`src/axis_angle_rotation_matrix_macros.svh`:
```
// Assertion macros shared by the rotation matrix RTL.
`ifndef AXIS_ANGLE_ROTATION_MATRIX_MACROS_SVH
`define AXIS_ANGLE_ROTATION_MATRIX_MACROS_SVH

// Condition implies consequence in the same cycle.
`define AARM_ASSERT_IMPLY(lbl, clk, rst, ante, cons, msg) \
   lbl: assert property (@(posedge clk) disable iff (rst) (ante) |-> (cons)) \
      else $error(msg);

// Condition implies consequence in the next cycle.
`define AARM_ASSERT_NEXT(lbl, clk, rst, ante, cons, msg) \
   lbl: assert property (@(posedge clk) disable iff (rst) (ante) |=> (cons)) \
      else $error(msg);

`endif

```
`src/aarm_div_cell.sv`:
```
// One cell of a restoring divide lane: settles one quotient bit per cycle.
module aarm_div_cell (
   input  logic        clock,
   input  logic [31:0] den_i,
   input  logic [31:0] rem_i,
   input  logic [31:0] low_i,
   input  logic [31:0] quo_i,
   output logic [31:0] den_o,
   output logic [31:0] rem_o,
   output logic [31:0] low_o,
   output logic [31:0] quo_o
);

   logic [32:0] rem_sh;
   logic [32:0] diff;
   logic        fits;
   logic [31:0] den_ff, den_in;
   logic [31:0] rem_ff, rem_in;
   logic [31:0] low_ff, low_in;
   logic [31:0] quo_ff, quo_in;

   // shift in the next dividend bit and subtract if it fits
   always_comb begin
      rem_sh = {rem_i, low_i[31]};
      diff   = rem_sh - {1'b0, den_i};
      fits   = (rem_sh >= {1'b0, den_i});
      rem_in = fits ? diff[31:0] : rem_sh[31:0];
      low_in = {low_i[30:0], 1'b0};
      quo_in = {quo_i[30:0], fits};
      den_in = den_i;
   end

   always_ff @(posedge clock) begin
      den_ff <= den_in;
      rem_ff <= rem_in;
      low_ff <= low_in;
      quo_ff <= quo_in;
   end

   assign den_o = den_ff;
   assign rem_o = rem_ff;
   assign low_o = low_ff;
   assign quo_o = quo_ff;

endmodule

```
`config.mk`:
```
export PLATFORM = sky130hd
export DESIGN_NAME = aarm_div_cell
export DESIGN_NICKNAME = d
export VERILOG_FILES = /design/src/axis_angle_rotation_matrix_macros.svh /design/src/aarm_div_cell.sv
export SDC_FILE = /design/constraint.sdc
export NUM_CORES = 1
export LEC_CHECK = 0
export BUFFER_PORTS_ARGS = -buffer_cell sky130_fd_sc_hd__buf_2
export CORE_MARGIN = 2
export CORE_UTILIZATION = 45
export CTS_BUF_LIST = sky130_fd_sc_hd__clkbuf_16
export DETAILED_ROUTE_END_ITERATION = 16
export GPL_TIMING_DRIVEN = 0
export PLACE_DENSITY = 0.8
export SYNTH_ARGS = -nofsm -noshare
export SYNTH_HDL_FRONTEND = slang
export SYNTH_SLANG_ARGS = --single-unit
```
`constraint.sdc`:
```
create_clock -name clock -period 2.8 [get_ports clock]
set_clock_uncertainty 0.05 [all_clocks]
set_input_delay 0.14 -clock clock [delete_from_list [all_inputs] [get_ports clock]]
set_output_delay 0.14 -clock clock [all_outputs]
set_load 0.1 [all_outputs]
```
==> key figures, run 1 <==
Yosys
  – Top FF cell, synth: dfxtp_1
  – Sequential fraction of the synthesis area: 52.1%
  – Synthesized area per cell: approximately 10 um2
  – EDFF count, synth: 0
  – Mapped Cells: slightly below 500
  – Post-Syn Area: 4880 um2
  – Synthesized Nets: 650
  – YS warnings: 0
  – Yosys reg bits: between 100 and 150
  – Async set-reset flop share out of synthesis: 0%
  – Post-synth cell types: 50

Timing
  – Slew @ Worst Pin: ~0.54 ns
  – Final Cycle Share: between 90% and 100%
  – Minimum clock period: between 2 and 3 ns
  – Max Clock Freq: ~370 MHz
  – TNS Setup: 0 ns
  – Max Slew Vio Count: 0
  – Final Hold Violating Endpoints: 0
  – Rel. slew slack: between 60 and 70%
  – Endpoints failing setup: 0
  – Setup ws final: 0.0965 ns

GRT
  – First-pass GRT wire length: around 28000 um
  – Global route overflow: 0
  – Vias in the first global route: around 5.5k
  – Largest net degree at the start of global routing: 17
  – Initial antenna violation count: 1
  – Tot GR Track Use: a little under a third

Layout
  – Most common cell after layout, fill and taps aside: buf_2
  – Sequential Area: roughly 2500 um2
  – Most frequent cells in the layout: buf_2, dfxtp_1, dlygate4sd3_1
  – Share of layout cells above drive strength 1: a little over a third
  – Layout Utilization: between 70% and 80%
  – Area delta synth->final: 70.1%
  – Filler cells: roughly 620
  – Multi-input logic area: 2110 um2
  – Nets@finish: between 1k and 1.5k

Critical path
  – Worst EP arrival: just under 3 ns
  – Worst endpoint required time: just over 3 ns
  – CP Capture Type: flip-flop
  – Critical path startpoint category: input pin
  – CP Class: in2reg
  – Crit path launch: den_i[27]
  – Critical-path maximum fanout: 10

Floorplanning
  – Row count: 38
  – IO Pins: roughly 260
  – Die height: 108 um
  – Die area: ~12000 um2
  – Initial core utilization: between 40% and 50%
  – Core area: around 11000 um2
  – Die W: ~110 um

Placement
  – Global placer's final weighted congestion: ~0.84
  – Setup slack at placement: -0.0924 ns
  – Input/output buffers: ~250
  – Hpwl dp: between 10000 and 15000 um

Clock network
  – CTS tree: done
  – CTS Buf Count: 17
  – H-tree depth: 4
  – CTS sink cnt: approximately 130
  – CTS root buf: clkbuf_16
  – CTS max path bufs: 2
  – CTS clk-pin slew, worst paths: about 0.06 ns

Power and ir drop
  – Pwr Density: slightly above 800 nW/um2
  – Total design power: just under 7 mW
  – Maximum vdd ir drop: approximately 0.62 mV
  – Static leakage: between 4 and 5 nW

Routing
  – DRC viols: 0
  – Via/cell ratio: between 5 and 6
  – 1st-iter DRT viols: around 300
  – ANT nets after route: 0
  – Vias: between 5k and 6k
  – DRT Pass-1 Iters: 4
  – Avg WL per Cell: between 15 and 20 um
  – Drt total wl: approximately 18000 um

Worst hold path
  – Worst Hold Class: in2reg
  – Hold path startpoint: rem_i[4]

Outcome
  – Status: finished clean

Run
  – Max-cap violations: 0
[critical path, stage by stage]
cell and delay, ns:
dlygate4sd3_1 0.54, buf_2 0.13, inv_1 0.05, ha_1 0.35, nand3_2 0.15, nand2b_1 0.17
nor4_2 0.07, a31oi_2 0.20, or3b_1 0.37, o21a_1 0.21, buf_8 0.17, buf_6 0.16
nor2_1 0.17, a21oi_1 0.07
[stage by stage]
stage               cell area (um2)  cells  hold WS [ns]
finish                         8300   1046        0.0112
global route                   8300   1044        0.0505
CTS                            8200   1039       0.00459
detailed placement             6330    882         0.194
global placement               6330    882         0.193
floorplan                      4880    488         0.118
[Yosys cell counts, drive strengths merged, types with 2 or more instances]
master | count | area [um2]
o21ai | 21 | 105
a21oi | 55 | 279
nor3 | 3 | 15.0
o21bai | 5 | 37.5
o21a | 6 | 45.0
and2 | 3 | 18.8
a21o | 8 | 60.1
a31oi | 2 | 12.5
mux2i | 2 | 20.0
or2 | 2 | 12.5
mux2 | 8 | 120
nor2b | 2 | 12.5
a2111oi | 4 | 36.3
inv | 46 | 173
nand4 | 8 | 50.1
nand4b | 2 | 17.5
a211oi | 3 | 22.5
o31ai | 7 | 52.6
and3 | 2 | 12.5
a31o | 2 | 17.5
xnor2 | 16 | 140
o211ai | 2 | 15.0
clkbuf | 6 | 22.5
dfxtp | 127 | 2540
xor2 | 10 | 87.6
nor2 | 37 | 139
ha | 32 | 400
or3 | 2 | 12.5
nand3 | 8 | 40.0
nand2b | 7 | 43.8
nand2 | 24 | 90.1
buf | 12 | 96.3
nor4b | 2 | 17.5
[cell type report]
class / instances / area share (%)
Antenna cell: 3 / 0.0904
Clock buffer: 17 / 5.12
Clock inverter: 15 / 2.31
Tap cell: 140 / 2.11
Buffer: 18 / 1.55
Multi-Input combinational cell: 297 / 25.4
Sequential cell: 127 / 30.6
Timing Repair Buffer: 383 / 30.7
Inverter: 46 / 2.08
[routing by layer]
metal  up-vias  global-route usage [%]  part of all wire (%)
li1       2479                       -                     -
met1      2462                    32.2                    37
met2       242                    56.1                    52
met3        67                    8.56                   6.8
met4         0                    17.0                   4.2
met5         -                       0                     0
[power by group]
part / internal, mW / switching, mW / leakage, nW
clock network: 1.48 / 0.842 / 0.300
logic: 0.583 / 1.86 / 2.72
registers: 1.99 / 0.0564 / 1.07
total: 4.05 / 2.75 / 4.09
[cells by family after synthesis]
kind of cell,after synthesis,share of synthesized area [%]
XOR/XNOR,26,4.67
other,1,0.0768
AO/OA/AOI/OAI,120,15.0
adder cells (fa/ha/maj),33,8.61
flip-flops,127,52.1
multiplexers,10,2.87
buffers and inverters,64,5.97
AND/OR/NAND/NOR,107,10.7
[what timing repair did]
action | 4_1_cts | 5_1_grt
endpoints found under the setup margin | 0 | 27
hold buffers | 125 | 0
hold endpoints to repair | 125 | 0
gates resized for setup | 0 | 19
setup buffers | 0 | 4
[sequential cells by signal, indices dropped and copies added (netlist names)]
| signal | cells |
|---|---|
| quo_o | 32 |
| low_o | 31 |
| rem_o | 32 |
| den_o | 32 |
[final timing paths]
| kind | endpoint | slack, ns | cells after the start |
|---|---|---|---|
| worst max-delay path | rem_o[28]$_DFF_P_ | 0.1 | 14 |
| worst min-delay path | rem_o[5]$_DFF_P_ | 0.01 | 4 |
Power figures use the tool's default switching activity.
==> run 2: changes to the inputs <==
--- a/config.mk
+++ b/config.mk
@@ -12,6 +12,7 @@
 export DETAILED_ROUTE_END_ITERATION = 16
 export GPL_TIMING_DRIVEN = 0
 export PLACE_DENSITY = 0.8
+export REMOVE_ABC_BUFFERS = 1
 export SYNTH_ARGS = -nofsm -noshare
 export SYNTH_HDL_FRONTEND = slang
 export SYNTH_SLANG_ARGS = --single-unit
==> run 2 against run 1 <==
Die area did not move. Global-route usage is 1.5 points lower. Routed wire length decreased by 2.8%. Worst hold slack gained 0.053 ns. Sequential cell count unchanged. Final cell count fell by 1.7%. Critical path type unchanged. Largest power group unchanged.
==> key figures, run 2 (same netlist as run 1, synthesis figures left out) <==
Outcome
  – Status: finished clean

Floorplanning
  – Die height: around 110 um
  – Die W: approximately 110 um
  – Row count: 38
  – Die area: 11700 um2
  – Core area: between 10000 and 15000 um2
  – IO Pins: between 200 and 300
  – Initial core utilization: 45.6%

Clock network
  – CTS clk-pin slew, worst paths: ~0.050 ns
  – H-tree depth: 4
  – CTS max path bufs: 2
  – CTS tree: done
  – CTS root buf: clkbuf_16
  – CTS sink cnt: roughly 130
  – CTS Buf Count: 17

Critical path
  – Slowest Stage Delay on Critical Path: 0.55 ns
  – Worst EP arrival: 2.91 ns
  – Crit path top cell by count: nand2_1
  – Critical path startpoint category: input pin
  – Slowest-stage cell, CP: dlygate4sd3_1
  – CP Cell Sequence: dlygate4sd3_1, buf_2, ha_1, nand2_1, nand2_1, a211o_1, a31oi_2, or3b_4, o21a_4, buf_12, mux2_4
  – Critical-path maximum fanout: 36
  – CP Capture Type: flip-flop
  – Worst endpoint required time: 3.05 ns
  – CP Class: in2reg

GRT
  – Vias in the first global route: a little over 5k
  – Initial antenna violation count: 4
  – Global route overflow: 0
  – Largest net degree at the start of global routing: 37
  – Tot GR Track Use: 29.5%
  – First-pass GRT wire length: approximately 26000 um

Timing
  – Max Clock Freq: 375 MHz
  – RSZ-0062 raised after global routing: no
  – TNS Setup: 0 ns
  – Slew @ Worst Pin: roughly 0.83 ns
  – Final Cycle Share: around 95%
  – Final Hold Violating Endpoints: 0
  – Max Slew Vio Count: 0
  – Minimum clock period: roughly 2.7 ns
  – Rel. slew slack: between 40% and 50%
  – Endpoints failing setup: 0
  – Setup ws final: between 0.1 and 0.15 ns
  – Hold_ws: 0.0639 ns

Run
  – Max-cap violations: 0

Routing
  – Avg WL per Cell: around 17 um
  – DRT Pass-1 Iters: 5
  – Drt total wl: around 18000 um
  – DRC viols: 0
  – Via/cell ratio: just over 5
  – 1st-iter DRT viols: roughly 260
  – ANT nets after route: 0
  – Vias: slightly above 5k

Layout
  – Finished Layout Cells: 1028
  – Nets@finish: about 1.0k
  – Share of layout cells above drive strength 1: between 30 and 40%
  – Layout Utilization: ~76%
  – Most common cell after layout, fill and taps aside: buf_2
  – Sequential Area: about 2500 um2
  – Filler cells: approximately 630
  – Post-route design area: just over 8000 um2
  – Most frequent cells in the layout: buf_2, dfxtp_1, dlygate4sd3_1
  – Area delta synth->final: 65.9%
  – Multi-input logic area: approximately 2100 um2

Power and ir drop
  – Internal power: 3.85 mW
  – Sequential power share: 31.1%
  – Pwr Density: about 810 nW/um2
  – Static leakage: ~4 nW
  – Maximum vdd ir drop: ~0.46 mV
  – Switching pwr: 2.71 mW
  – Total design power: 6.57 mW
  – Clock Power Share: between 30% and 40%
  – Combinational group share of total power: 36.4%
  – Sw Share: 41.3%

Worst hold path
  – WHS Path Cells: 3
  – Hold endpoint: rem_o[0]$_DFF_P_
  – Hold path startpoint: den_i[0]
  – Worst Hold Class: in2reg

Placement
  – Placed inst area: ~6200 um2
  – Post-placement cell count: between 800 and 900
  – Setup slack at placement: -0.253 ns
  – Hpwl dp: around 10000 um
  – Global placer's final weighted congestion: between 0.8 and 0.9
  – Input/output buffers: between 200 and 300
-- run 2: changes by cell type in the layout (fill, tap and decap cells not counted), moves of 3 or more --
cell / delta
buf_2: -4
buf_6: -5
ha_2: -3
ha_1: +3
clkbuf_1: -6
buf_4: -4
-- run 2: worst max-delay path: cells and delay by family --
kind	cells	cell delay, ns
multiplexers	1	0.31
AND/OR/NAND/NOR	3	0.55
buffers and inverters	3	0.87
AO/OA/AOI/OAI	3	0.71
adder cells (fa/ha/maj)	1	0.32
-- run 2: power by group through the flow --
stage / combinational [mW] / clock (mW) / sequential (mW)
2_1_floorplan: 0.477 / 0 / 3.39
3_3_place_gp: 2.17 / 0 / 2.06
5_1_grt: 2.48 / 2.24 / 2.05
4_1_cts: 2.34 / 2.13 / 2.03
3_5_place_dp: 2.19 / 0 / 2.07
6_report: 2.39 / 2.13 / 2.04
-- run 2: repair_timing --
item	CTS	global route
endpoints found under the setup margin	0	21
gates resized for setup	0	3
endpoints found under the hold margin	125	0
hold buffers	125	0
buffers inserted	0	2
-- run 2: per-layer routing --
metal,vias up,track usage [%],wire [um]
li1,2446,-,-
met1,2426,28.8,6440
met2,263,54.5,9380
met3,63,8.74,1350
met4,0,17.7,775
met5,-,0,0
-- run 2: worst max-delay path by stage --
stage	startpoint	slack (ns)	end
finish	rem_i[29]	0.14	rem_o[23]$_DFF_P_
global placement	den_i[23]	-1.26	rem_o[3]$_DFF_P_
CTS	rem_i[29]	0.01	rem_o[7]$_DFF_P_
floorplan	den_i[23]	-0.39	rem_o[3]$_DFF_P_
global route	den_i[17]	0.02	rem_o[24]$_DFF_P_
detailed placement	den_i[24]	-0.25	rem_o[24]$_DFF_P_
-- run 2: final cells by class --
type | count | area share [%]
repair buffers | 382 | 31.6
flip-flops and latches | 127 | 31.4
multi-input cells | 298 | 25.6
clock buffers | 17 | 5.25
well taps | 140 | 2.16
inverters | 46 | 2.13
clock inverters | 14 | 1.76
diodes | 4 | 0.124
