### src/axis_angle_rotation_matrix_macros.svh
// Assertion macros shared by the rotation matrix RTL.
`ifndef AXIS_ANGLE_ROTATION_MATRIX_MACROS_SVH
`define AXIS_ANGLE_ROTATION_MATRIX_MACROS_SVH

// Condition implies consequence in the same cycle.
`define AARM_ASSERT_IMPLY(lbl, clk, rst, ante, cons, msg) \
   lbl: assert property (@(posedge clk) disable iff (rst) (ante) |-> (cons)) \
      else $error(msg);

// Condition implies consequence in the next cycle.
`define AARM_ASSERT_NEXT(lbl, clk, rst, ante, cons, msg) \
   lbl: assert property (@(posedge clk) disable iff (rst) (ante) |=> (cons)) \
      else $error(msg);

`endif

### src/aarm_sqrt_cell.sv
// One cell of the square root chain: settles one root bit per cycle.
module aarm_sqrt_cell #(
   parameter int BIT_POS = 0
) (
   input  logic        clock,
   input  logic [31:0] l2_i,
   input  logic [33:0] rem_i,
   input  logic [31:0] root_i,
   output logic [31:0] l2_o,
   output logic [33:0] rem_o,
   output logic [31:0] root_o
);

   logic [63:0] radicand;
   logic [1:0]  pair;
   logic [35:0] rem_sh;
   logic [35:0] trial;
   logic [35:0] diff;
   logic        fits;
   logic [31:0] l2_ff,   l2_in;
   logic [33:0] rem_ff,  rem_in;
   logic [31:0] root_ff, root_in;

   // bring down the next bit pair and try to subtract
   always_comb begin
      radicand = {l2_i, 32'h0};
      pair     = radicand[2*BIT_POS +: 2];
      rem_sh   = {rem_i, pair};
      trial    = {2'b00, root_i, 2'b01};
      diff     = rem_sh - trial;
      fits     = (rem_sh >= trial);
      rem_in   = fits ? diff[33:0] : rem_sh[33:0];
      root_in  = {root_i[30:0], fits};
      l2_in    = l2_i;
   end

   // advance to the next cell
   always_ff @(posedge clock) begin
      l2_ff   <= l2_in;
      rem_ff  <= rem_in;
      root_ff <= root_in;
   end

   assign l2_o   = l2_ff;
   assign rem_o  = rem_ff;
   assign root_o = root_ff;

endmodule

### config.mk
export PLATFORM = sky130hd
export DESIGN_NAME = aarm_sqrt_cell
export DESIGN_NICKNAME = d
export VERILOG_FILES = /design/src/axis_angle_rotation_matrix_macros.svh /design/src/aarm_sqrt_cell.sv
export SDC_FILE = /design/constraint.sdc
export NUM_CORES = 1
export LEC_CHECK = 0
export ABC_AREA = 1
export BUFFER_PORTS_ARGS = -buffer_cell sky130_fd_sc_hd__buf_2
export CAP_MARGIN = 30
export CORE_MARGIN = 5
export CORE_UTILIZATION = 43
export CTS_CLUSTER_SIZE = 8
export DETAILED_ROUTE_END_ITERATION = 8
export GPL_TIMING_DRIVEN = 0
export PLACE_DENSITY_LB_ADDON = 0.3
export REMOVE_ABC_BUFFERS = 1
export SYNTH_ARGS = -nofsm -noshare
export SYNTH_HDL_FRONTEND = slang
export SYNTH_SLANG_ARGS = --single-unit
export TNS_END_PERCENT = 5
### constraint.sdc
create_clock -name clock -period 2.7 [get_ports clock]
set_clock_uncertainty 0.05 [all_clocks]
set_input_delay 0.135 -clock clock [delete_from_list [all_inputs] [get_ports clock]]
set_output_delay 0.135 -clock clock [all_outputs]
set_load 0.03 [all_outputs]
==> flow_metrics.tcl, run 1 <==
set metrics [dict create \
    grt_max_degree 35 \
    yosys.area.top_type "dfxtp_1" \
    endpoint_kind "flip-flop" \
    synth_top_area_share_pct 38.30 \
    postRouteAntennaNets 0 \
    vias 5334 \
    path_buf_inv 2 \
    cts_sinks 97 \
    setup_viol_count_final 0 \
    final_nets 1157 \
    grt_pass1_wl_um 24680 \
    switchingPower_mw 1.444 \
    synth_flop_cell "dfxtp_1" \
    syn-instance-count 731 \
    grt_overflow 0 \
    maxCapViolations 0 \
    dr.pass1.iters 5 \
    cellLeakagePower_nw 4.219 \
    avgViaCountPerCell 4.551 \
    slowest_delay_ns 0.53 \
    drive_gt1_share_pct 24.00 \
    ir_drop_uv 605.8 \
    avgSynthCellArea_um2 6.936 \
    fp.coreArea_mm2 0.01147 \
    cts_root_buffer "clkbuf_16" \
    ys_seq_elements 97 \
    wire_per_inst_um 12.97 \
    n_antenna_cell 0 \
    start_kind "input pin" \
    p_sw_share_pct 35.01 \
    setup_ws_ns 0.2091 \
    finalHoldViolations 0 \
    synthArstFlopShare_pct 0 \
    std_cell_rows 39 \
    drt-initial-drc-count 263 \
    p_int_mw 2.681 \
    cp_max_fo 34 \
    synth_cell_type_count 34 \
    cts.path.max_buffers 2 \
    grt_usage_pct 21.08 \
    outcome "finished, final reports clean" \
    worst_pin_slew_ns 0.5550 \
    final.fill_count 1002 \
    cts_tree "built" \
    ioPinCount 197 \
    hold_path.class "input pin to flip-flop" \
    drv_slew 0 \
    tns_ns 0 \
    slew_headroom_pct 62.91 \
    die_h_um 118.6 \
    synth_area_leaders "dfxtp_1 (38%), nand2_1 (19%), inv_1 (10%), ha_1 (7.9%), nand3_1 (5.8%)" \
    dp_worst_setup_slack_ns 0.2183 \
    p_comb_share_pct 31.9 \
    cts.htree.levels 3 \
    crit_required_ns 2.88 \
    clkPwrFrac_pct 29.0 \
    slowest_stage "dlygate4sd3_1" \
    die_x_um 118.6 \
    drc_errors 0 \
    syn_to_final_growth_pct 45.95 \
    dieArea_mm2 0.01406 \
    crit_arrival_ns 2.67 \
    routed_wl_um 15200 \
    start_util_pct 44.21 \
    period_needed_ns 2.491 \
    min_period_over_period_pct 92.25 \
    detailedPlacementHpwl_um 10930 \
    yosys_warnings 0 \
    synth_area_mm2 0.005070 \
    holdWs_ns 0.01977 \
    grt_pass1_vias 5180 \
    seq_power_share_pct 39.1 \
    synth-edff-count 0 \
    cp_top_family "simple AND/OR/NAND/NOR gates" \
    synth-seq-area-share_pct 38.30 \
    rsz0062_at_grt "no" \
    crit_type "input pin to flip-flop" \
    numPortBuffers 196 \
    gp_congestion 0.9056 \
    cts-buffers-inserted 9 \
    antenna_found_initial 0 \
    clk_pin_slew_ns 0.07 \
    powerDensity_mw_per_mm2 557.5 \
    fmax_mhz 401.5 \
    crit_chain "dlygate4sd3_1 > buf_2 > ha_1 > fa_1 > nand3_1 > nand3_2 > nand2_2 > nand2_2 > nand2_8 > nand2_8 > nand3_2 > nand2_1" \
]
==> flip-flops by register name, indices dropped and copies added (netlist names) <==
name    cells
l2_o       32
rem_o      33
root_o     32
==> synthesized netlist by cell type, types with 2 or more instances <==
| cell | number |
|---|---|
| xor2_1 | 14 |
| dfxtp_1 | 97 |
| nor2_2 | 4 |
| nand2_2 | 7 |
| nand3_1 | 59 |
| nand4_1 | 7 |
| nor2_1 | 40 |
| nor3_1 | 3 |
| nand3_2 | 11 |
| buf_6 | 2 |
| inv_1 | 137 |
| ha_1 | 32 |
| nand2_1 | 261 |
| buf_2 | 6 |
| a21oi_1 | 17 |
| nand3b_1 | 5 |
| a21o_1 | 2 |
| and2_1 | 9 |
| inv_2 | 3 |
==> routing by layer <==
layer / global-route usage, % / share of wire (%) / up-vias
met5: 0 / 0 / -
met4: 5.103 / 0.96 / 0
met3: 6.017 / 8.1 / 10
met2: 35.17 / 46 / 205
met1: 26.94 / 45 / 2314
li1: - / - / 2805
==> metrics by stage <==
step	cell area, µm²	std cells	util [%]	power [mW]
after CTS	7357	1168	64.16	4.147
after floorplan	4990	721	-	2.474
final	7400	1172	64.53	4.125
after global placement	6150	1060	53.63	2.831
after global routing	7400	1172	64.53	4.368
after detailed placement	6150	1060	53.63	2.839
==> power groups by stage <==
stage	registers (mW)	logic [mW]	clock network [mW]
2_1_floorplan	1.96	0.512	0
3_3_place_gp	1.64	1.19	0
3_5_place_dp	1.64	1.20	0
4_1_cts	1.61	1.30	1.23
5_1_grt	1.63	1.44	1.30
6_report	1.61	1.31	1.20
==> area by class of cell <==
cell class / count / area (µm²) / area share, %
sequential: 97 / 1942 / 26.24
tap: 143 / 178.9 / 2.418
clock inverter: 6 / 51.30 / 0.6933
inverter: 140 / 525.5 / 7.102
multi-input combinational: 485 / 2542 / 34.36
timing repair buffer: 292 / 1934 / 26.14
clock buffer: 9 / 225.2 / 3.044
==> cells by family (layout without fill, tap and decap cells) <==
group	after synthesis	in the layout	synth area share, %
fa+ha+maj	33	33	8.292
xor+xnor	15	15	2.591
buf+inv	150	447	11.94
flops	97	97	38.30
simple gates	413	414	36.23
compound gates	23	23	2.641
==> path summary, 6_finish.rpt <==
check                 from   endpoint  slack, ns  cells past startpoint
setup / recovery  rem_i[0]  rem_o[21]       0.21                     12
hold / removal    rem_i[1]   rem_o[3]       0.02                      3
==> layout by cell type, fill, tap and decap left out, types with 5 or more instances in the layout <==
master	instances
nand4_1	7
a21oi_1	17
nand2_2	7
nand2_1	261
nand3b_1	5
dlygate4sd3_1	93
nand3_2	11
ha_1	32
buf_2	196
nand3_1	59
nor2_1	40
inv_1	137
and2_1	9
dfxtp_1	97
xor2_1	14
clkbuf_16	9
==> what timing repair did <==
action	in CTS	in global routing
hold buffers	93	0
gates resized for setup	0	1
hold endpoints to repair	93	0
setup endpoints to repair	0	34
buffers inserted	0	3
No activity file was read; power rests on OpenSTA's default activity.
==> run 2: changes to the inputs <==
--- a/config.mk
+++ b/config.mk
@@ -5,9 +5,8 @@
 export SDC_FILE = /design/constraint.sdc
 export NUM_CORES = 1
 export LEC_CHECK = 0
-export ABC_AREA = 1
+export ABC_AREA = 0
 export BUFFER_PORTS_ARGS = -buffer_cell sky130_fd_sc_hd__buf_2
-export CAP_MARGIN = 30
 export CORE_MARGIN = 5
 export CORE_UTILIZATION = 43
 export CTS_CLUSTER_SIZE = 8
==> flow_metrics.tcl, run 2 <==
set metrics [dict create \
    yosys.area.top_type "dfxtp_1" \
    clk_pin_slew_ns 0.10 \
    worst_pin_slew_ns 0.4151 \
    final_cell_mix "buf_2 (196), dfxtp_1 (97), dlygate4sd3_1 (89)" \
    ys_seq_elements 97 \
    hold_path.class "input pin to flip-flop" \
    crit_arrival_ns 2.67 \
    grt_overflow 0 \
    syn-instance-count 433 \
    synth_area_leaders "dfxtp_1 (47%), ha_1 (9.6%), a21oi_1 (6.4%), inv_1 (3.6%), nor2_1 (3.5%)" \
    antenna_found_initial 0 \
    avgViaCountPerCell 4.836 \
    synth_area_mm2 0.004151 \
    cellLeakagePower_nw 3.071 \
    wl_met2_um 6440 \
    fp.coreArea_mm2 0.009328 \
    syn_to_final_growth_pct 51.45 \
    synth-seq-area-share_pct 46.78 \
    grt_pass1_wl_um 20120 \
    grt_max_degree 56 \
    period_needed_ns 2.472 \
    top_layer_used "met4" \
    die_h_um 108.3 \
    routed_wl_um 12560 \
    synthXorXnorAreaFrac_pct 5.907 \
    yosys_warnings 0 \
    postRouteAntennaNets 0 \
    n_antenna_cell 0 \
    slowest_stage "dlygate4sd3_1" \
    std_cell_rows 35 \
    wire_per_inst_um 14.77 \
    final_nets 848 \
    drv_slew 0 \
    grt_usage_pct 21.21 \
    powerDensity_mw_per_mm2 595.8 \
    final.fill_count 755 \
    drive_gt1_share_pct 32.18 \
    cts_root_buffer "clkbuf_8" \
    start_kind "input pin" \
    grt_pass1_vias 4289 \
    synthMuxAreaShare_pct 2.532 \
    synth_most_common_cell "dfxtp_1" \
    setup_viol_count_final 0 \
    crit_type "input pin to flip-flop" \
    slowest_delay_ns 0.54 \
    whs_path_depth 3 \
    synth_flop_cell "dfxtp_1" \
    ioPinCount 197 \
    rsz0062_at_grt "no" \
    synthArstFlopShare_pct 0 \
    wl_met1_um 4894 \
    cts_tree "built" \
    outcome "finished, final reports clean" \
    dr.pass1.iters 4 \
    cts.htree.levels 3 \
    synth_top_area_share_pct 46.78 \
    route.met3.wl_um 980 \
    drt-initial-drc-count 118 \
    cts.path.max_buffers 2 \
    cts_sinks 97 \
    synth-edff-count 0 \
    ir_drop_uv 318.4 \
    synth_top_family_by_area "compound AO/OA/AOI/OAI gates" \
    whs_endpoint "rem_o[17]" \
    fmax_mhz 404.6 \
    crit_required_ns 2.90 \
    synth-compound-area-share_pct 17.66 \
    cts-buffers-inserted 9 \
    vias 4111 \
    avgSynthCellArea_um2 9.588 \
    die_x_um 108.3 \
    start_util_pct 44.51 \
    maxCapViolations 0 \
    cp_max_fo 55 \
    holdWs_ns 0.003937 \
    yosys.area_share.simple_pct 11.24 \
    final_common_cell "buf_2" \
    detailedPlacementHpwl_um 8584 \
    finalHoldViolations 0 \
    cts_setup_buffers 0 \
    synth_common_cells "dfxtp_1 (97), a21oi_1 (53), inv_1 (40), nor2_1 (39), ha_1 (32)" \
    slew_headroom_pct 72.14 \
    endpoint_kind "flip-flop" \
    dp_worst_setup_slack_ns -0.2478 \
    drc_errors 0 \
    setup_ws_ns 0.2283 \
    synthAdderAreaFrac_pct 10.13 \
    min_period_over_period_pct 91.54 \
    gp_congestion 0.8432 \
    numPortBuffers 196 \
    hold_start "rem_i[15]" \
    crit_chain "dlygate4sd3_1 > buf_2 > ha_1 > nand2_1 > nor3_1 > nor4_1 > o21ai_0 > nor2_4 > inv_8 > mux2_2" \
    largest_reg_flops 33 \
    synth_cell_type_count 51 \
    dieArea_mm2 0.01172 \
]
run 2: cell types whose count changed in the layout (fill, tap and decap cells not counted), moves of 8 or more:
cell,before,now
xnor2_1,1,16
clkbuf_8,0,9
inv_1,137,40
nand2_1,261,22
o21ai_0,1,16
clkbuf_16,9,0
nand3_1,59,5
nand3_2,11,0
mux2_2,0,8
a21o_1,2,10
a21oi_1,17,53
run 2: worst max path at each step:
stage / start / endpoint / depth (start not counted)
final: rem_i[22] / rem_o[9] / 10
after global routing: rem_i[22] / rem_o[30] / 10
after CTS: rem_i[22] / rem_o[30] / 10
after detailed placement: root_i[0] / rem_o[9] / 12
after global placement: root_i[9] / rem_o[9] / 11
after floorplan: root_i[0] / rem_o[31] / 11
run 2: power by group:
part,switching [mW],leakage (nW),total (mW),internal [mW]
sequential,0.0383,0.818,1.63,1.59
clock,0.533,0.0786,0.881,0.348
combinational,0.755,2.17,1.24,0.480
total,1.33,3.07,3.75,2.42
run 2: area by class of cell:
cell class	count	area, µm²	share of cell area [%]
Clock buffer	10	127.6	2.030
Clock inverter	6	52.55	0.8358
Inverter	41	161.4	2.567
Multi-Input combinational cell	282	1971	31.34
Sequential cell	97	1942	30.89
Tap cell	129	161.4	2.567
Timing Repair Buffer	285	1872	29.77
run 2: metal layers:
layer  up-vias  track usage [%]
met5         -                0
met4         0            6.673
met3        19            5.552
met2       163            39.65
met1      1867            23.27
li1       2062                -
run 2: cell families after synthesis:
logic type / after synthesis
simple gates: 97
mux: 9
compound gates: 115
xor+xnor: 28
buf+inv: 54
fa+ha+maj: 33
flops: 97
run 2: metrics by stage:
step	total power [mW]	instances	util, %	cell area [µm²]	setup TNS (ns)
final	3.746	850	67.40	6287	0
after global routing	3.971	850	67.40	6287	0
after floorplan	2.439	420	-	4069	0
after global placement	2.760	745	55.87	5211	-2.467
after detailed placement	2.781	745	55.87	5211	-4.185
after CTS	3.767	850	67.35	6282	0
run 2: worst max-delay path: cells and delay by family:
kind            cells  cell delay, ns
buf+inv             3            0.93
simple gates        4            0.52
fa+ha+maj           1            0.38
mux                 1            0.38
compound gates      1            0.30
run 2: repair_timing:
item / 4_1_cts / 5_1_grt
hold buffers: 89 / 0
setup endpoints to repair: 0 / 8
endpoints found under the hold margin: 89 / 0
resized for setup: 0 / 2
==> run 3: changes to the inputs <==
--- a/config.mk
+++ b/config.mk
@@ -8,7 +8,7 @@
 export ABC_AREA = 0
 export BUFFER_PORTS_ARGS = -buffer_cell sky130_fd_sc_hd__buf_2
 export CORE_MARGIN = 5
-export CORE_UTILIZATION = 43
+export CORE_UTILIZATION = 50
 export CTS_CLUSTER_SIZE = 8
 export DETAILED_ROUTE_END_ITERATION = 8
 export GPL_TIMING_DRIVEN = 0
==> flow_metrics.tcl, run 3 (synthesis gave the netlist of run 2 again) <==
set metrics [dict create \
    cts_setup_buffers 0 \
    slowest_stage "fa_1" \
    drt-initial-drc-count 149 \
    numPortBuffers 196 \
    hold_path.class "input pin to flip-flop" \
    drc_errors 0 \
    tns_ns 0 \
    period_needed_ns 2.493 \
    holdWs_ns 0.004748 \
    ioPinCount 197 \
    slowest_delay_ns 0.43 \
    dr.pass1.iters 7 \
    setup_viol_count_final 0 \
    worst_pin_slew_ns 0.4175 \
    endpoint_kind "flip-flop" \
    antenna_found_initial 0 \
    cts_root_buffer "clkbuf_8" \
    cts-buffers-inserted 9 \
    min_period_over_period_pct 92.34 \
    final.fill_count 528 \
    grt_max_degree 56 \
    die_x_um 101.1 \
    crit_chain "buf_2 > ha_1 > fa_1 > a211oi_2 > o21bai_1 > a21o_1 > a311o_1 > nand2_1 > o221ai_1 > xor2_1 > mux2_2" \
    crit_arrival_ns 2.70 \
    dieArea_mm2 0.01023 \
    cts.htree.levels 3 \
    drv_slew 0 \
    detailedPlacementHpwl_um 8467 \
    drive_gt1_share_pct 32.18 \
    crit_type "input pin to flip-flop" \
    cts_tree "built" \
    gp_congestion 0.8289 \
    outcome "finished, final reports clean" \
    start_kind "input pin" \
    cts_sinks 97 \
    final_nets 851 \
    cp_top_family "compound AO/OA/AOI/OAI gates" \
    placement.cell_area_mm2 0.005181 \
    ir_drop_uv 329.9 \
    fin_area_mm2 0.006291 \
    cellLeakagePower_nw 3.095 \
    postRouteAntennaNets 0 \
    final_cell_mix "buf_2 (196), dfxtp_1 (97), dlygate4sd3_1 (92)" \
    wire_per_inst_um 16.02 \
    grt_pass1_wl_um 20850 \
    largest_reg_flops 33 \
    start_util_pct 51.04 \
    grt_pass1_vias 4381 \
    grt_usage_pct 25.68 \
    avgViaCountPerCell 5.134 \
    n_antenna_cell 0 \
    crit_required_ns 2.90 \
    std_cell_rows 33 \
    clk_pin_slew_ns 0.10 \
    grt_overflow 0 \
    powerDensity_mw_per_mm2 604.1 \
    cts.path.max_buffers 2 \
    finalHoldViolations 0 \
    vias 4256 \
    routed_wl_um 13280 \
    path_buf_inv 1 \
    rsz0062_at_grt "no" \
    fmax_mhz 401.1 \
    final_common_cell "buf_2" \
    die_h_um 101.1 \
    syn_to_final_growth_pct 51.54 \
    fp.coreArea_mm2 0.008134 \
    cp_max_fo 4 \
    maxCapViolations 0 \
    slew_headroom_pct 71.87 \
]
-- run 3: what timing repair did --
item / in CTS / in global routing
gates resized for setup: 0 / 2
endpoints found under the hold margin: 92 / 0
setup endpoints to repair: 0 / 8
hold buffers: 92 / 0
-- run 3: report_power, final --
group / leakage (nW) / switching [mW] / internal (mW) / total, mW
combinational: 2.19 / 0.769 / 0.484 / 1.25
sequential: 0.818 / 0.0380 / 1.59 / 1.63
clock: 0.0901 / 0.566 / 0.353 / 0.919
-- run 3: area by class of cell --
type | count | area [µm²] | area share [%]
multi-input cells | 282 | 1971 | 31.32
clock inverters | 7 | 60.06 | 0.9547
well taps | 105 | 131.4 | 2.088
clock buffers | 9 | 123.9 | 1.969
flip-flops and latches | 97 | 1942 | 30.87
repair buffers | 288 | 1902 | 30.23
inverters | 41 | 161.4 | 2.566
-- run 3: final timing paths --
| kind | from | end | slack (ns) | depth (start not counted) |
|---|---|---|---|---|
| max | rem_i[0] | rem_o[26] | 0.21 | 11 |
| min | rem_i[17] | rem_o[19] | 0.005 | 3 |
-- run 3: stage by stage --
step           power [mW]  worst slack (ns)  util (%)  std cells
6_report            3.801            0.2067     77.34        829
5_1_grt             3.995           0.02933     77.34        829
4_1_cts             3.780           0.06357     77.28        829
3_5_place_dp        2.778           -0.2224     63.70        721
3_3_place_gp        2.757           -0.1577     63.70        721
2_1_floorplan       2.439            0.2354         -        420
-- run 3: per-layer routing --
metal,vias up,track usage [%],wire [µm]
met1,1956,26.81,4844
met2,204,49.25,6994
li1,2063,-,-
met4,0,7.260,339
met5,-,0,0
met3,33,7.612,1102
