`src/axis_angle_rotation_matrix_macros.svh`:
```
// Assertion macros shared by the rotation matrix RTL.
`ifndef AXIS_ANGLE_ROTATION_MATRIX_MACROS_SVH
`define AXIS_ANGLE_ROTATION_MATRIX_MACROS_SVH

// Condition implies consequence in the same cycle.
`define AARM_ASSERT_IMPLY(lbl, clk, rst, ante, cons, msg) \
   lbl: assert property (@(posedge clk) disable iff (rst) (ante) |-> (cons)) \
      else $error(msg);

// Condition implies consequence in the next cycle.
`define AARM_ASSERT_NEXT(lbl, clk, rst, ante, cons, msg) \
   lbl: assert property (@(posedge clk) disable iff (rst) (ante) |=> (cons)) \
      else $error(msg);

`endif

```
`src/aarm_pkg.sv`:
```
// Shared types, constants and arithmetic helpers for the rotation matrix block.
package aarm_pkg;

   localparam int CORDIC_STAGES_DEF = 16;
   localparam int ROOT_W            = 32;
   localparam int SQRT_STEPS        = ROOT_W;
   localparam int DIV_STEPS         = 32;
   localparam int Q_W               = 36;
   localparam int M_W               = 34;

   typedef logic signed [Q_W-1:0] q_type;
   typedef logic signed [M_W-1:0] m_type;

   localparam q_type Q30_ONE     = 36'sd1073741824;
   localparam q_type Q30_PI      = 36'sd3373259426;
   localparam q_type Q30_HALF_PI = 36'sd1686629713;
   localparam q_type GAIN_INV    = 36'sd652032874;

   localparam logic signed [15:0] Q14_MAX = 16'sh7FFF;
   localparam logic signed [15:0] Q14_MIN = -16'sh8000;
   localparam logic signed [15:0] Q14_ONE = 16'sd16384;

   // Rotation state handed from one CORDIC cell to the next
   typedef struct packed {
      q_type cx;
      q_type cy;
      q_type z;
      logic  flip;
   } rot_type;

   // Axis data carried alongside the root and divide chains
   typedef struct packed {
      logic [2:0]  neg;
      logic [15:0] mag_x;
      logic [15:0] mag_y;
      logic [15:0] mag_z;
      logic        zero;
   } side_type;

   // atan(2^-i) in Q2.30
   function automatic q_type atan_q30(input int unsigned idx);
      q_type v;
      case (idx)
         0:  v = 36'h03243F6A8;
         1:  v = 36'h01DAC6705;
         2:  v = 36'h00FADBAFC;
         3:  v = 36'h007F56EA6;
         4:  v = 36'h003FEAB76;
         5:  v = 36'h001FFD55B;
         6:  v = 36'h000FFFAAA;
         7:  v = 36'h0007FFF55;
         8:  v = 36'h0003FFFEA;
         9:  v = 36'h0001FFFFD;
         10: v = 36'h0000FFFFF;
         11: v = 36'h00007FFFF;
         12: v = 36'h00003FFFF;
         13: v = 36'h00001FFFF;
         14: v = 36'h00000FFFF;
         15: v = 36'h000007FFF;
         16: v = 36'h000003FFF;
         17: v = 36'h000001FFF;
         18: v = 36'h000000FFF;
         19: v = 36'h0000007FF;
         20: v = 36'h0000003FF;
         21: v = 36'h0000001FF;
         22: v = 36'h0000000FF;
         23: v = 36'h00000007F;
         24: v = 36'h00000003F;
         25: v = 36'h00000001F;
         26: v = 36'h00000000F;
         27: v = 36'h000000008;
         28: v = 36'h000000004;
         29: v = 36'h000000002;
         30: v = 36'h000000001;
         default: v = '0;
      endcase
      return v;
   endfunction

   // Q2.30 product, rounded half up
   function automatic q_type mul30(input m_type a, input m_type b);
      logic signed [2*M_W-1:0] p;
      p = a * b;
      p = p + (68'sd1 <<< 29);
      return $signed(p[Q_W+29:30]);
   endfunction

   // Q2.30 to saturated Q1.14
   function automatic logic [15:0] to_q14(input q_type e);
      q_type              w;
      logic signed [19:0] r;
      w = e + 36'sd32768;
      r = $signed(w[35:16]);
      if (r > 20'(Q14_MAX))
         return Q14_MAX;
      else if (r < 20'(Q14_MIN))
         return Q14_MIN;
      else
         return r[15:0];
   endfunction

endpackage

```
`src/aarm_cordic_cell.sv`:
```
// One CORDIC rotation cell: one micro-rotation per cycle.
module aarm_cordic_cell #(
   parameter int STAGE = 0
) (
   input  logic              clock,
   input  aarm_pkg::rot_type rot_i,
   output aarm_pkg::rot_type rot_o
);

   aarm_pkg::q_type   dx;
   aarm_pkg::q_type   dy;
   aarm_pkg::q_type   ang;
   aarm_pkg::rot_type rot_ff, rot_in;

   // rotate toward zero residual angle
   always_comb begin
      dx  = rot_i.cx >>> STAGE;
      dy  = rot_i.cy >>> STAGE;
      ang = aarm_pkg::atan_q30(STAGE);
      rot_in.flip = rot_i.flip;
      if (!rot_i.z[aarm_pkg::Q_W-1]) begin
         rot_in.cx = rot_i.cx - dy;
         rot_in.cy = rot_i.cy + dx;
         rot_in.z  = rot_i.z - ang;
      end else begin
         rot_in.cx = rot_i.cx + dy;
         rot_in.cy = rot_i.cy - dx;
         rot_in.z  = rot_i.z + ang;
      end
   end

   always_ff @(posedge clock) begin
      rot_ff <= rot_in;
   end

   assign rot_o = rot_ff;

endmodule

```
`config.mk`:
```
export PLATFORM = sky130hd
export DESIGN_NAME = aarm_cordic_cell
export DESIGN_NICKNAME = d
export VERILOG_FILES = /design/src/axis_angle_rotation_matrix_macros.svh /design/src/aarm_pkg.sv /design/src/aarm_cordic_cell.sv
export SDC_FILE = /design/constraint.sdc
export NUM_CORES = 1
export LEC_CHECK = 0
export BUFFER_PORTS_ARGS = -buffer_cell sky130_fd_sc_hd__buf_4
export CAP_MARGIN = 20
export CORE_MARGIN = 2
export CORE_UTILIZATION = 30
export DETAILED_ROUTE_END_ITERATION = 12
export GPL_TIMING_DRIVEN = 0
export PLACE_DENSITY = 0.46
export SLEW_MARGIN = 20
export SYNTH_ARGS = -nofsm -noshare
export SYNTH_HDL_FRONTEND = slang
export SYNTH_SLANG_ARGS = --single-unit
```
`constraint.sdc`:
```
create_clock -name clock -period 10.5 [get_ports clock]
set_input_delay 2.1 -clock clock [delete_from_list [all_inputs] [get_ports clock]]
set_output_delay 2.1 -clock clock [all_outputs]
set_load 0.005 [all_outputs]
```
==> impl_metrics.env, run 1 <==
export IMPL_largest_register_ff_count=108
export IMPL_synth_common_cells="a21oi_1 (173), ha_1 (136), inv_1 (122)"
export IMPL_drtAntennaViolNets=0
export IMPL_critPathMaxFanout=22
export IMPL_fin_crit_sh_pct=55.0
export IMPL_setup_viol=0
export IMPL_path_clk_slew_ps=70
export IMPL_cts_buffer_depth=2
export IMPL_ys_seq_area_share_pct=21.2
export IMPL_synth_nets=1575
export IMPL_syn_avg_cell_area_sq_um=7.69
export IMPL_rows=67
export IMPL_irDropWorstVdd_mv=0.0815
export IMPL_pwr_density_cell_mw_per_mm2=127
export IMPL_finalNetCount=1805
export IMPL_cts_tree="yes"
export IMPL_post_route_drc_count=0
export IMPL_cp_top_family="compound AO/OA/AOI/OAI gates"
export IMPL_critical_path_arrival_ps=6040
export IMPL_fin_util_pct=37.9
export IMPL_synth_area_leader_cell="dfxtp_1"
export IMPL_slew_violations=0
export IMPL_cp_cell_sequence="buf_4 -> inv_1 -> clkbuf_1 -> buf_2 -> buf_12 -> ha_1 -> a211oi_1 -> nor2_1 -> o31a_1 -> a21oi_1 -> o41ai_1 -> a221o_1 -> a221oi_2 -> or3_1 -> nand3_1"
export IMPL_max_freq_mhz=173
export IMPL_syn_area_sq_mm=0.0102
export IMPL_io_pins=219
export IMPL_core_area_sq_mm=0.0334
export IMPL_htree_levels=3
export IMPL_yosysWarnings=0
export IMPL_cp_slowest_cell="clkbuf_1"
export IMPL_place_congestion=0.909
export IMPL_hold_viol_final=0
export IMPL_dr_pass1_iters=5
export IMPL_insertedDiodeCount=0
export IMPL_die_y_um=188
export IMPL_root_buffer="clkbuf_16"
export IMPL_via_count=10400
export IMPL_dp_hpwl_um=31000
export IMPL_yosys_top_cells_area="dfxtp_1 (21%), ha_1 (17%), a21oi_1 (8.5%)"
export IMPL_clock_sinks=108
export IMPL_syn_instance_count=1325
export IMPL_grt_pass1_vias=10200
export IMPL_ys_types=80
export IMPL_synth_edf_count=0
export IMPL_synth_ff_type="dfxtp_1"
export IMPL_grt_antenna_before_repair=0
export IMPL_yosysMostFrequentCell="a21oi_1"
export IMPL_cts_resized=0
export IMPL_crit_buf_inv=5
export IMPL_viasPerCell=5.19
export IMPL_die_area_sq_mm=0.0354
export IMPL_routed_wl_um=38300
export IMPL_cp_start_kind="input port"
export IMPL_cts_setup_buffers=0
export IMPL_io_buffers=218
export IMPL_grt_max_degree=23
export IMPL_layout_drive_gt1_share_pct=18.5
export IMPL_fin_crit_ps=5780
export IMPL_hold_class="in -> reg"
export IMPL_worst_ep_required_time_ps=10760
export IMPL_slowest_delay_ps=510
export IMPL_setup_tns_ps=0
export IMPL_start_util_pct=30.4
export IMPL_drt_iter0_drc=683
export IMPL_overflow=0
export IMPL_place_inst=1992
export IMPL_hold_ws_ps=1820
export IMPL_synth_top_cell_area_share_pct=21.2
export IMPL_crit_path_end_kind="flop"
export IMPL_fin_cells=2008
export IMPL_ys_async_sr_fraction_pct=0
export IMPL_cts_hold_buf=0
export IMPL_rsz0062_at_grt="no"
export IMPL_cts_made_buffers=9
export IMPL_status="finished clean"
export IMPL_synth_seq_cells=108
export IMPL_grtUsageTotal_pct=21.1
export IMPL_tightest_slew_ps=1050
export IMPL_drv_cap=0
export IMPL_synthToLayoutAreaGrowth_pct=24.6
export IMPL_drt_wirelength_per_cell_um=19.1
export IMPL_relSlewSlack_pct=30.1
export IMPL_fp_dieW_um=188
export IMPL_grt_pass1_wl_um=58000
export IMPL_p_leak_uw=0.00583
export IMPL_crit_type="in -> reg"
## worst paths after layout
| path | endpoint | cells past startpoint | start |
|---|---|---|---|
| worst max-delay path | rot_o[35] | 15 | rot_i[36] |
| worst min-delay path | rot_o[0] | 1 | rot_i[0] |
## final cells by class
type / instances / area (sq um)
plain buffers: 53 / 239
clock buffers: 9 / 225
clock inverters: 7 / 57.6
fillers: 3589 / 20800
inverters: 134 / 503
multi-input cells: 1030 / 7280
flip-flops and latches: 108 / 2160
well taps: 448 / 561
repair buffers: 219 / 1660
## placed cells by master, fill, tap and decap left out, types with 5 or more instances in the layout
cell type / count
buf_4: 222
inv_2: 8
clkbuf_16: 9
a211oi_1: 15
a31oi_1: 8
nor3_1: 23
a21o_1: 29
and3_1: 7
o221ai_1: 8
a21oi_1: 173
nand2b_1: 15
nor3b_1: 5
or3_1: 6
nor4_1: 8
nand4_1: 21
dfxtp_1: 108
a211o_1: 6
ha_1: 136
o21ai_0: 73
nor2_1: 107
nand2_1: 63
o31ai_1: 12
inv_1: 122
buf_1: 6
o31a_1: 8
o21ai_1: 21
xnor2_1: 82
o21bai_1: 32
o41ai_1: 5
xor2_1: 6
clkbuf_1: 23
o21a_1: 17
o211ai_1: 13
nor2b_1: 14
mux2i_1: 10
or2_1: 5
nand3_1: 23
buf_2: 20
## power by group
group | total [uW] | leakage, uW | switching (uW) | internal [uW]
Clock | 346 | 0.000141 | 181 | 165
Combinational | 734 | 0.00477 | 403 | 331
Sequential | 530 | 0.000911 | 26.9 | 503
## routing by layer
layer | track usage (%) | vias to the layer above | routed length, um
met5 | 0 | - | 0
met4 | 7.24 | 0 | 1020
met3 | 2.78 | 45 | 2200
met2 | 34.8 | 367 | 17400
met1 | 28.4 | 4838 | 17700
li1 | - | 5171 | -
## cells by family (layout without fill, tap and decap cells)
group,after synthesis,count (layout),share of synthesized area (%)
AOI/OAI and AO/OA,470,470,29.5
xor gates and xnor gates,88,88,7.57
adders and majority gates,140,140,17.5
buffers and inverters,187,422,7.27
DFF,108,108,21.2
muxes,12,12,1.20
and+or+nand+nor,320,320,15.7
## stage by stage
stage	area, sq um	worst slack [ps]	total power (uW)
final	12700	4720	1610
after floorplan	10200	5100	937
after global placement	12400	3180	1270
after detailed placement	12400	4290	1270
after global routing	12700	4430	1710
after CTS	12700	4690	1630
(Power assumes the default switching activity.)
==> run 2, diff against run 1 <==
- PLACE_DENSITY: 0.46 -> 0.48
- clock period: 10.5 -> 4.65 ns (I/O delays scaled with it)
==> run 2 against run 1 <==
  * Cell area about the same
  * Total power increased by 130%
  * Routed wire length shrank 2.2%
  * Sequential power grew 120%
  * Critical path type unchanged
  * Largest cell class unchanged
  * Largest power group unchanged
==> impl_metrics.env, run 2 (synthesis gave the netlist of run 1 again) <==
export IMPL_irDropWorstVdd_mv=0.202
export IMPL_rsz0062_at_grt="no"
export IMPL_synthToLayoutAreaGrowth_pct=24.5
export IMPL_slew_violations=0
export IMPL_place_inst=1991
export IMPL_crit_path_end_kind="flop"
export IMPL_design_area_sq_mm=0.0127
export IMPL_critical_path_arrival_ps=4620
export IMPL_insertedDiodeCount=0
export IMPL_grtUsageTotal_pct=20.8
export IMPL_cts_tree="yes"
export IMPL_crit_type="in -> reg"
export IMPL_final_cell_mix="buf_4 (223), a21oi_1 (173), ha_1 (136)"
export IMPL_hold_class="in -> reg"
export IMPL_fp_dieW_um=188
export IMPL_layout_drive_gt1_share_pct=18.5
export IMPL_setup_tns_ps=0
export IMPL_post_route_drc_count=0
export IMPL_largest_register_ff_count=108
export IMPL_drtAntennaViolNets=0
export IMPL_cts_buffer_depth=2
export IMPL_fin_crit_sh_pct=93.6
export IMPL_setup_viol=0
export IMPL_cts_made_buffers=9
export IMPL_hold_ws_ps=649
export IMPL_root_buffer="clkbuf_16"
export IMPL_fin_cells=2006
export IMPL_path_clk_slew_ps=70
export IMPL_routed_wl_um=37400
export IMPL_overflow=0
export IMPL_grt_pass1_vias=10200
export IMPL_die_y_um=188
export IMPL_core_area_sq_mm=0.0334
export IMPL_pwr_density_cell_mw_per_mm2=289
export IMPL_start_util_pct=30.4
export IMPL_grt_pass1_wl_um=57400
export IMPL_viasPerCell=5.21
export IMPL_fin_crit_ps=4350
export IMPL_clock_sinks=108
export IMPL_dpl_cell_area_sq_mm=0.0124
export IMPL_place_congestion=0.909
export IMPL_drv_cap=0
export IMPL_hold_viol_final=0
export IMPL_final_common_cell="buf_4"
export IMPL_p_leak_uw=0.00582
export IMPL_dp_hpwl_um=30200
export IMPL_tightest_slew_ps=1070
export IMPL_grt_max_degree=27
export IMPL_die_area_sq_mm=0.0354
export IMPL_status="finished clean"
export IMPL_relSlewSlack_pct=28.6
export IMPL_dr_pass1_iters=5
export IMPL_worst_ep_required_time_ps=4920
export IMPL_critPathMaxFanout=26
export IMPL_finalNetCount=1803
export IMPL_cp_start_kind="input port"
export IMPL_io_pins=219
export IMPL_grt_antenna_before_repair=0
export IMPL_via_count=10500
export IMPL_drt_wirelength_per_cell_um=18.7
export IMPL_io_buffers=218
export IMPL_fin_util_pct=37.9
export IMPL_max_freq_mhz=230
export IMPL_drt_iter0_drc=729
export IMPL_htree_levels=3
export IMPL_rows=67
## run 2: where the power goes
group          internal (uW)  switching [uW]  total, uW
Clock                    423             394        817
Combinational            746             902       1650
Sequential              1140            58.1       1190
## run 2: per-layer routing
metal	routed length [um]	track usage, %
met3	2200	2.59
met5	0	0
met2	17200	34.7
met4	1120	8.09
met1	16900	27.4
## run 2: final timing paths
path / startpoint / end / slack (ps) / cells past startpoint
max: rot_i[36] / rot_o[35] / 300 / 13
min: rot_i[0] / rot_o[0] / 650 / 1
## run 2: repair_timing
| item | in CTS | in global routing |
|---|---|---|
| resized for setup | 1 | 1 |
| setup buffers | 0 | 0 |
| hold buffers | 0 | 0 |
| setup endpoints to repair | 3 | 1 |
| hold endpoints to repair | 0 | 0 |
## run 2: cell type report
cell class | count | area [sq um]
Fill cell | 3557 | 20800
Multi-Input combinational cell | 1030 | 7280
Sequential cell | 108 | 2160
Timing Repair Buffer | 218 | 1640
Tap cell | 448 | 561
Inverter | 134 | 507
Buffer | 52 | 238
Clock buffer | 10 | 229
Clock inverter | 6 | 70.1
## run 2: critical path, stage by stage
cell and delay [ps]:
buf_4 290, clkinvlp_4 390, buf_4 390, ha_1 350, a211oi_1 240, nor2_1 120
o31a_1 300, a21oi_1 360, o41ai_1 200, a221o_1 410, a221oi_2 380, or3_1 170
nand3_1 70
## run 2: per-stage QoR
| step | setup WS (ps) | power [uW] |
|---|---|---|
| 2_1_floorplan | 420 | 2120 |
| 3_3_place_gp | -1400 | 2860 |
| 3_5_place_dp | -717 | 2860 |
| 4_1_cts | 205 | 3700 |
| 5_1_grt | 11.9 | 3900 |
| 6_report | 299 | 3660 |
==> run 3, diff against run 2 <==
- ABC_AREA: default -> 1
- PLACE_DENSITY: 0.48 -> 0.47
- RECOVER_POWER: default -> 50
==> run 3 against run 2 <==
  * Utilization decreased by 1.0 points
  * Routed wire length grew 39%
  * Synthesized area up 15%
  * Global-route usage grew 4.3 points
  * Sequential power shrank 3%
  * Die area up 15%
  * Critical path type unchanged
  * Largest cell class unchanged
  * Largest power group unchanged
==> impl_metrics.env, run 3 <==
export IMPL_fin_util_pct=36.9
export IMPL_max_freq_mhz=262
export IMPL_fp_dieW_um=202
export IMPL_cts_resized=0
export IMPL_hold_viol_final=0
export IMPL_io_pins=219
export IMPL_yosysMostFrequentCell="nand2_1"
export IMPL_slowest_delay_ps=720
export IMPL_grt_max_degree=27
export IMPL_synthToLayoutAreaGrowth_pct=21.3
export IMPL_post_route_drc_count=0
export IMPL_fill_cells=4381
export IMPL_cp_start_kind="input port"
export IMPL_cts_buffer_depth=2
export IMPL_htree_levels=3
export IMPL_cp_cell_sequence="buf_4 -> clkbuf_1 -> inv_2 -> buf_2 -> ha_1 -> a21oi_1 -> o21ai_2 -> a21boi_0 -> o21ai_2 -> nand2_1 -> nand2_1 -> nand2_1 -> nand2_1 -> nand2_1 -> nand2_1"
export IMPL_cts_hold_buf=0
export IMPL_synth_ff_type="dfxtp_1"
export IMPL_cp_slowest_cell="buf_2"
export IMPL_drt_iter0_drc=909
export IMPL_top_layer="met4"
export IMPL_drt_met1_wl_um=23500
export IMPL_cts_setup_buffers=0
export IMPL_synth_common_cells="nand2_1 (534), inv_1 (255), nor2_1 (180)"
export IMPL_synth_seq_cells=108
export IMPL_worstSetupEndpoint="rot_o[34]"
export IMPL_relSlewSlack_pct=27.3
export IMPL_yosys_top_cells_area="dfxtp_1 (18%), nand2_1 (17%), ha_1 (14%)"
export IMPL_p_leak_uw=0.00735
export IMPL_cp_top_family="buffers and inverters"
export IMPL_routed_wl_met3_um=3040
export IMPL_power_frac_comb_pct=46.6
export IMPL_drv_cap=0
export IMPL_crit_type="in -> reg"
export IMPL_met2_length_um=23500
export IMPL_final_common_cell="nand2_1"
export IMPL_cts_tree="yes"
export IMPL_overflow=0
export IMPL_critical_path_arrival_ps=4090
export IMPL_setup_tns_ps=0
export IMPL_finalNetCount=2419
export IMPL_ys_seq_area_share_pct=18.4
export IMPL_drtAntennaViolNets=0
export IMPL_synth_top_cell_area_share_pct=18.4
export IMPL_synth_nets=2190
export IMPL_syn_area_sq_mm=0.0117
export IMPL_path_common_cell="nand2_1"
export IMPL_cp_startpoint="rot_i[36]"
export IMPL_setup_viol=0
export IMPL_p_sw_share_pct=42.5
export IMPL_p_int_uw=2200
export IMPL_rsz0062_at_grt="no"
export IMPL_ys_async_sr_fraction_pct=0
export IMPL_place_congestion=0.971
export IMPL_ys_types=43
export IMPL_status="finished clean"
export IMPL_dp_hpwl_um=44000
export IMPL_start_util_pct=30.4
export IMPL_grt_pass1_vias=13100
export IMPL_routed_wl_um=52100
export IMPL_worst_ep_required_time_ps=4930
export IMPL_cts_made_buffers=9
export IMPL_crit_buf_inv=4
export IMPL_dr_pass1_iters=6
export IMPL_layout_drive_gt1_share_pct=14.4
export IMPL_insertedDiodeCount=0
export IMPL_final_cell_mix="nand2_1 (534), inv_1 (255), nor2_1 (180)"
export IMPL_io_buffers=218
export IMPL_path_clk_slew_ps=80
export IMPL_pwr_share_clk_pct=23.4
export IMPL_synth_area_leader_cell="dfxtp_1"
export IMPL_die_y_um=202
export IMPL_irDropWorstVdd_mv=0.159
export IMPL_viasPerCell=4.99
export IMPL_cp_num_cells=15
export IMPL_hold_class="in -> reg"
export IMPL_core_area_sq_mm=0.0386
export IMPL_critPathMaxFanout=26
export IMPL_fin_crit_sh_pct=81.9
export IMPL_seqPwrFrac_pct=30.0
export IMPL_p_switching_uw=1620
export IMPL_die_area_sq_mm=0.0408
export IMPL_syn_avg_cell_area_sq_um=6.05
export IMPL_synth_edf_count=0
export IMPL_clock_sinks=108
export IMPL_fin_crit_ps=3810
export IMPL_slew_violations=0
export IMPL_tightest_slew_ps=1090
export IMPL_yosysWarnings=0
export IMPL_drt_wirelength_per_cell_um=19.4
export IMPL_grt_antenna_before_repair=0
export IMPL_grtUsageTotal_pct=25.1
export IMPL_rows=72
export IMPL_pwr_density_cell_mw_per_mm2=268
export IMPL_grt_pass1_wl_um=76700
export IMPL_hp_start="rot_i[2]"
export IMPL_largest_register_ff_count=108
export IMPL_syn_instance_count=1940
export IMPL_crit_path_end_kind="flop"
export IMPL_root_buffer="clkbuf_16"
export IMPL_via_count=13400
-- run 3: stage by stage --
stage               power (uW)  hold WS (ps)  setup WS (ps)  cell area (sq um)  instances
finish                    3820           667            840              14300       2692
global route              4080           648            604              14300       2692
CTS                       3890           620            916              14300       2692
floorplan                 2170           958           1670              11700       1940
detailed placement        2970          1040            494              14000       2676
global placement          2970          1030            454              14000       2676
-- run 3: how the worst min path moves through the flow --
stage	endpoint	cells after the start	slack (ps)
after floorplan	rot_o[0]	0	960
after global placement	rot_o[0]	1	1030
after detailed placement	rot_o[2]	1	1040
after CTS	rot_o[2]	1	620
after global routing	rot_o[2]	1	650
final	rot_o[2]	1	670
-- run 3: kinds of logic after synthesis --
kind of cell	share of synthesized area (%)
AO/OA/AOI/OAI	16.2
XOR/XNOR	3.88
adder cells (fa/ha/maj)	15.2
buffers and inverters	11.1
flip-flops	18.4
AND/OR/NAND/NOR	35.2
-- run 3: routing by layer --
layer	up-vias	GRT usage [%]
met2	501	41.6
met3	88	2.58
met1	6133	33.2
met4	0	10.7
met5	-	0
li1	6701	-
-- run 3: final cells by class --
class / instances / area [sq um] / share of cell area [%]
multi-input cells: 1517 / 8280 / 58.1
flip-flops and latches: 108 / 2160 / 15.2
repair buffers: 218 / 1540 / 10.8
inverters: 268 / 1010 / 7.06
well taps: 518 / 648 / 4.55
plain buffers: 47 / 302 / 2.12
clock buffers: 10 / 239 / 1.68
clock inverters: 6 / 76.3 / 0.536
-- run 3: power groups by stage --
| stage | registers, uW | clock network, uW | logic, uW |
|---|---|---|---|
| 2_1_floorplan | 1190 | 0 | 977 |
| 3_3_place_gp | 1170 | 0 | 1800 |
| 3_5_place_dp | 1170 | 0 | 1800 |
| 4_1_cts | 1150 | 927 | 1810 |
| 5_1_grt | 1160 | 964 | 1950 |
| 6_report | 1150 | 895 | 1780 |
